`config.mk`:
```
export PLATFORM = sky130hd
export DESIGN_NAME = tgarle_ctrl
export DESIGN_NICKNAME = d
export VERILOG_FILES = /design/src/sv/tgarle_pkg.sv /design/src/sv/tgarle_ctrl.sv
export SDC_FILE = /design/constraint.sdc
export NUM_CORES = 1
export LEC_CHECK = 0
export BUFFER_PORTS_ARGS = -buffer_cell sky130_fd_sc_hd__buf_2
export CAP_MARGIN = 15
export CORE_AREA = 8 8 45 47
export CTS_BUF_LIST = sky130_fd_sc_hd__clkbuf_4 sky130_fd_sc_hd__clkbuf_8 sky130_fd_sc_hd__clkbuf_16
export DETAILED_ROUTE_END_ITERATION = 8
export DIE_AREA = 0 0 53 55
export PLACE_DENSITY_LB_ADDON = 0.08
export SLEW_MARGIN = 20
export SYNTH_ARGS = -nofsm -noshare
export SYNTH_HDL_FRONTEND = slang
export SYNTH_SLANG_ARGS = --single-unit
```
`constraint.sdc`:
```
create_clock -name clk -period 2.2 [get_ports clk]
set_clock_uncertainty 0.1 [all_clocks]
set_input_delay 0.22 -clock clk [delete_from_list [all_inputs] [get_ports clk]]
set_output_delay 0.22 -clock clk [all_outputs]
set_load 0.005 [all_outputs]
```
`src/sv/tgarle_pkg.sv`:
```
// Shared types, codes and colour helpers for the Targa RLE pixel decoder.
// No dependencies; every other file of the block except tgarle_ram refers to this package.
`default_nettype none
package tgarle_pkg;

	// Pixel and colour map formats
	localparam logic [2:0] FMT_GRAY = 3'd0;
	localparam logic [2:0] FMT_15   = 3'd1;
	localparam logic [2:0] FMT_16   = 3'd2;
	localparam logic [2:0] FMT_24   = 3'd3;
	localparam logic [2:0] FMT_32   = 3'd4;

	// Configuration register indexes
	localparam logic [2:0] REG_RLE_ENABLE     = 3'd0;
	localparam logic [2:0] REG_PALETTE_ENABLE = 3'd1;
	localparam logic [2:0] REG_PIXEL_FORMAT   = 3'd2;
	localparam logic [2:0] REG_MAP_FORMAT     = 3'd3;
	localparam logic [2:0] REG_MAP_ENTRIES    = 3'd4;
	localparam logic [2:0] REG_IMAGE_WIDTH    = 3'd5;
	localparam logic [2:0] REG_IMAGE_HEIGHT   = 3'd6;
	localparam logic [2:0] REG_ROW_ORDER      = 3'd7;

	localparam int unsigned MAP_DEPTH = 256;
	localparam logic [12:0] MAX_DIM   = 13'd4096;

	// Interleave codes in row_order bits 2:1
	localparam logic [1:0] IL_TWO  = 2'd1;
	localparam logic [1:0] IL_FOUR = 2'd2;

	// Controller to datapath
	typedef struct packed {
		logic take_byte;
		logic load_colour;
		logic emit_step;
	} tgarle_cmd_t;

	// Datapath to controller
	typedef struct packed {
		logic pix_done;
		logic use_map;
		logic step_last;
	} tgarle_stat_t;

	// Bytes per item of a format; unknown codes act as 24-bit
	function automatic logic [2:0] fmt_bytes(input logic [2:0] fmt);
		logic [2:0] n;
		case (fmt)
			FMT_GRAY:        n = 3'd1;
			FMT_15, FMT_16:  n = 3'd2;
			FMT_32:          n = 3'd4;
			default:         n = 3'd3;
		endcase
		return n;
	endfunction

	// Little-endian word to RGBA, red in bits 7:0 and alpha in 31:24
	function automatic logic [31:0] decode_colour(input logic [2:0] fmt,
			input logic [31:0] w);
		logic [7:0] r;
		logic [7:0] g;
		logic [7:0] b;
		logic [7:0] a;
		case (fmt)
			FMT_GRAY: begin
				r = w[7:0]; g = w[7:0]; b = w[7:0]; a = 8'hFF;
			end
			FMT_15, FMT_16: begin
				r = {w[14:10], 3'b000};
				g = {w[9:8], w[7:5], 3'b000};
				b = {w[4:0], 3'b000};
				a = (fmt == FMT_16) ? {8{w[15]}} : 8'hFF;
			end
			FMT_32: begin
				b = w[7:0]; g = w[15:8]; r = w[23:16]; a = w[31:24];
			end
			default: begin
				b = w[7:0]; g = w[15:8]; r = w[23:16]; a = 8'hFF;
			end
		endcase
		return {a, b, g, r};
	endfunction

endpackage
`default_nettype wire

```
`src/sv/tgarle_ctrl.sv`:
```
// Sequencer of the Targa RLE decoder: byte intake, palette lookup, segment emission.
// Depends on tgarle_pkg for the command and status structs.
`default_nettype none
module tgarle_ctrl (
	input  wire logic                    clk,
	input  wire logic                    arst_n,
	input  wire logic                    s_tvalid,
	output logic                         s_tready,
	input  wire tgarle_pkg::tgarle_stat_t st,
	output tgarle_pkg::tgarle_cmd_t      cmd
);

	typedef enum logic [1:0] {
		ST_IDLE,
		ST_LOOK,
		ST_EMIT
	} state_t;

	state_t state_q;

	// Take bytes only while no pixel is being expanded
	assign s_tready        = (state_q == ST_IDLE);
	assign cmd.take_byte   = (state_q == ST_IDLE) && s_tvalid;
	assign cmd.load_colour = (state_q == ST_LOOK);
	assign cmd.emit_step   = (state_q == ST_EMIT);

	// Advance state
	always_ff @(posedge clk or negedge arst_n) begin
		if (!arst_n) begin
			state_q <= ST_IDLE;
		end else begin
			unique case (state_q)
				ST_IDLE: begin
					if (s_tvalid && st.pix_done) begin
						state_q <= st.use_map ? ST_LOOK : ST_EMIT;
					end
				end
				ST_LOOK: begin
					state_q <= ST_EMIT;
				end
				ST_EMIT: begin
					if (st.step_last) begin
						state_q <= ST_IDLE;
					end
				end
				default: begin
					state_q <= ST_IDLE;
				end
			endcase
		end
	end

endmodule
`default_nettype wire

```
==> metrics <==
Netlist Area Pre-Place 106 µm²; Main synth FF type dfrtp_1; Compound-Gate Fraction of Synth Area 11.8%; GR Util All Layers 3.50%; Reg-to-Reg End state_q[0]$_DFFE_PN0P_; simple-gate area share of the yosys netlist 41.2%; Final Max Tran Viols 0; mean routed wirelength per cell 9.51 µm; vias in the first global route 147; Die W 53 µm; asr flop ratio synth 100%; Final nets 31; pwr/cell area 1050 nW/µm²; top flop regs state_q (2); Req. time, crit path 1.88 ns; top-area cell type share of the netlist area 47.1%; outcome finished, final reports clean; Slew HR 89.9%; Distinct cells, synth 9; area of the multi-input gates 56.3 µm²; Hold Path End state_q[1]$_DFFE_PN0P_; CTS max path bufs 2; core box area 1380 µm²; Post-Syn Instances 10; Ant. Diodes 0; Leakage 0.102 nW; detailed-route via count 114; Hold Path Depth 3; syn nets 16; Worst Setup Path Type reg -> out; main combinational cell family by area after synthesis simple AND/OR/NAND/NOR gates; worst-margin pin slew 0.151 ns; # port buffers 9; r2r worst-path depth 2; H-tree levels 1; share of post-route cells with drive strength above 1 60.9%; vias per cell 2.92; # Post-CTS Setup Buffers 0; Fin. Hold Viols 0; endpoint class of the critical path output port; Routed WL 371 µm; first-pass detailed-route iteration total 4; placed cell count 35; setup slack, reg-to-reg 1.26 ns; MaxCap Viol Count 0; gpl congestion 0.620; TritonCTS Buffers 3; Min-Delay Path Class in -> reg; post-CTS sizing 0; first-pass GRT wire length 607 µm; Synth Warn # 0; flop and latch count out of synthesis 2; Max Clk Rate 738 MHz; Seq/Total Area, Yosys 47.1%; GR Overflow Total 0; number of DRC violations after detailed-routing iteration 0 1; clock tree sinks 2; DRC Markers 0; r2r startpoint state_q[0]$_DFFE_PN0P_; Final Cycle Share 61.6%; EDFF count, synth 0; Setup Viol. Count Final 0; worst-path fanout max 4; largest net degree at the start of global routing 5; RSZ-0062 raised after global routing no; top post-synthesis cells by area dfrtp_1 (47%), and2b_2 (8.2%), and4_1 (8.2%); clk_lat worst skew 0.22 ns; post-synth top area cell dfrtp_1; HP Start st[0]; syn_area_per_cell 10.6 µm²; Top reg by flops state_q; Final ANT Viol Nets 0; multiplexer area fraction after synthesis 0%; Cell Count, Final, Fillers Out 39; max reg flops 2; CTS tree yes; Setup Total Neg Slack 0 ns; std cell rows 14; Die Ht 55 µm; CTS Root Cell clkbuf_4; IO Count 10; FF+latch area 50.0 µm²; CTS Hold Bufs 1; Synth Area in Adders 0%; CP startpoint kind flop; die area 2920 µm²; area grow syn2layout 91.8%; fill count 166; Final Critical Period 1.35 ns; Worst EP arrival 1.03 ns; Synth Area in XOR/XNOR 0%; initial core utilization 7.69%; clk slew on worst S/H paths 0.03 ns; initial antenna violation count 0; most common cell in the netlist dfrtp_1; worst vdd ir 164 µV
worst max-delay path, cell delays in order (launching register included):
cell,delay [ns]
dfrtp_1,0.39
nor2_2,0.17
and2_1,0.14
buf_2,0.10
worst max path at each step:
| stage | startpoint | endpoint | slack [ns] | depth (start not counted) |
|---|---|---|---|---|
| 2_1_floorplan | state_q[0]$_DFFE_PN0P_ | cmd[2] | 1.19 | 2 |
| 3_3_place_gp | state_q[0]$_DFFE_PN0P_ | cmd[2] | 1.08 | 3 |
| 3_5_place_dp | state_q[0]$_DFFE_PN0P_ | cmd[2] | 1.09 | 3 |
| 4_1_cts | state_q[0]$_DFFE_PN0P_ | cmd[2] | 0.84 | 3 |
| 5_1_grt | state_q[0]$_DFFE_PN0P_ | cmd[2] | 0.78 | 3 |
| 6_report | state_q[0]$_DFFE_PN0P_ | cmd[2] | 0.85 | 3 |
area by class of cell:
class                   count  share of cell area [%]
well taps                  16                    9.82
flip-flops and latches      2                    24.5
repair buffers             10                    27.0
multi-input cells           8                    27.6
clock buffers               3                    11.0
per-stage QoR:
stage          hold slack (ns)  worst slack (ns)  area (µm²)  utilization (%)  power [mW]
2_1_floorplan           -0.176              1.19         106                -      0.0948
3_3_place_gp           -0.0933              1.08         171             12.4       0.134
3_5_place_dp           -0.0926              1.09         171             12.4       0.133
4_1_cts                  0.142             0.837         204             14.7       0.222
5_1_grt                  0.171             0.777         204             14.7       0.228
6_report                 0.147             0.845         204             14.7       0.214
kinds of logic (layout without fill, tap and decap cells):
kind of cell	Yosys count	count (layout)
buf+inv	0	13
flops	2	2
simple gates	6	6
compound gates	2	2
cells in the final DEF, fill, tap and decap left out, drive strengths merged:
cell type and instances:
nand3b 1, nor2b 1, nor2 1, dfrtp 2, and2 1, buf 9, clkbuf 3, o21a 1
and2b 1, a21oi 1, dlygate4sd3 1, and4 1
routing by layer:
layer	part of all wire (%)	GRT usage, %	up-vias
li1	-	-	61
met1	39	2.89	48
met2	53	3.91	5
met3	7.3	1.87	0
met4	0	7.76	0
met5	0	0	-
power breakdown:
part	leakage, nW	internal, mW	total (mW)	switching (mW)
Combinational	0.0626	0.0406	0.0720	0.0314
Clock	0.0138	0.0603	0.0827	0.0224
Sequential	0.0258	0.0478	0.0592	0.0114
Power figures use the tool's default switching activity.
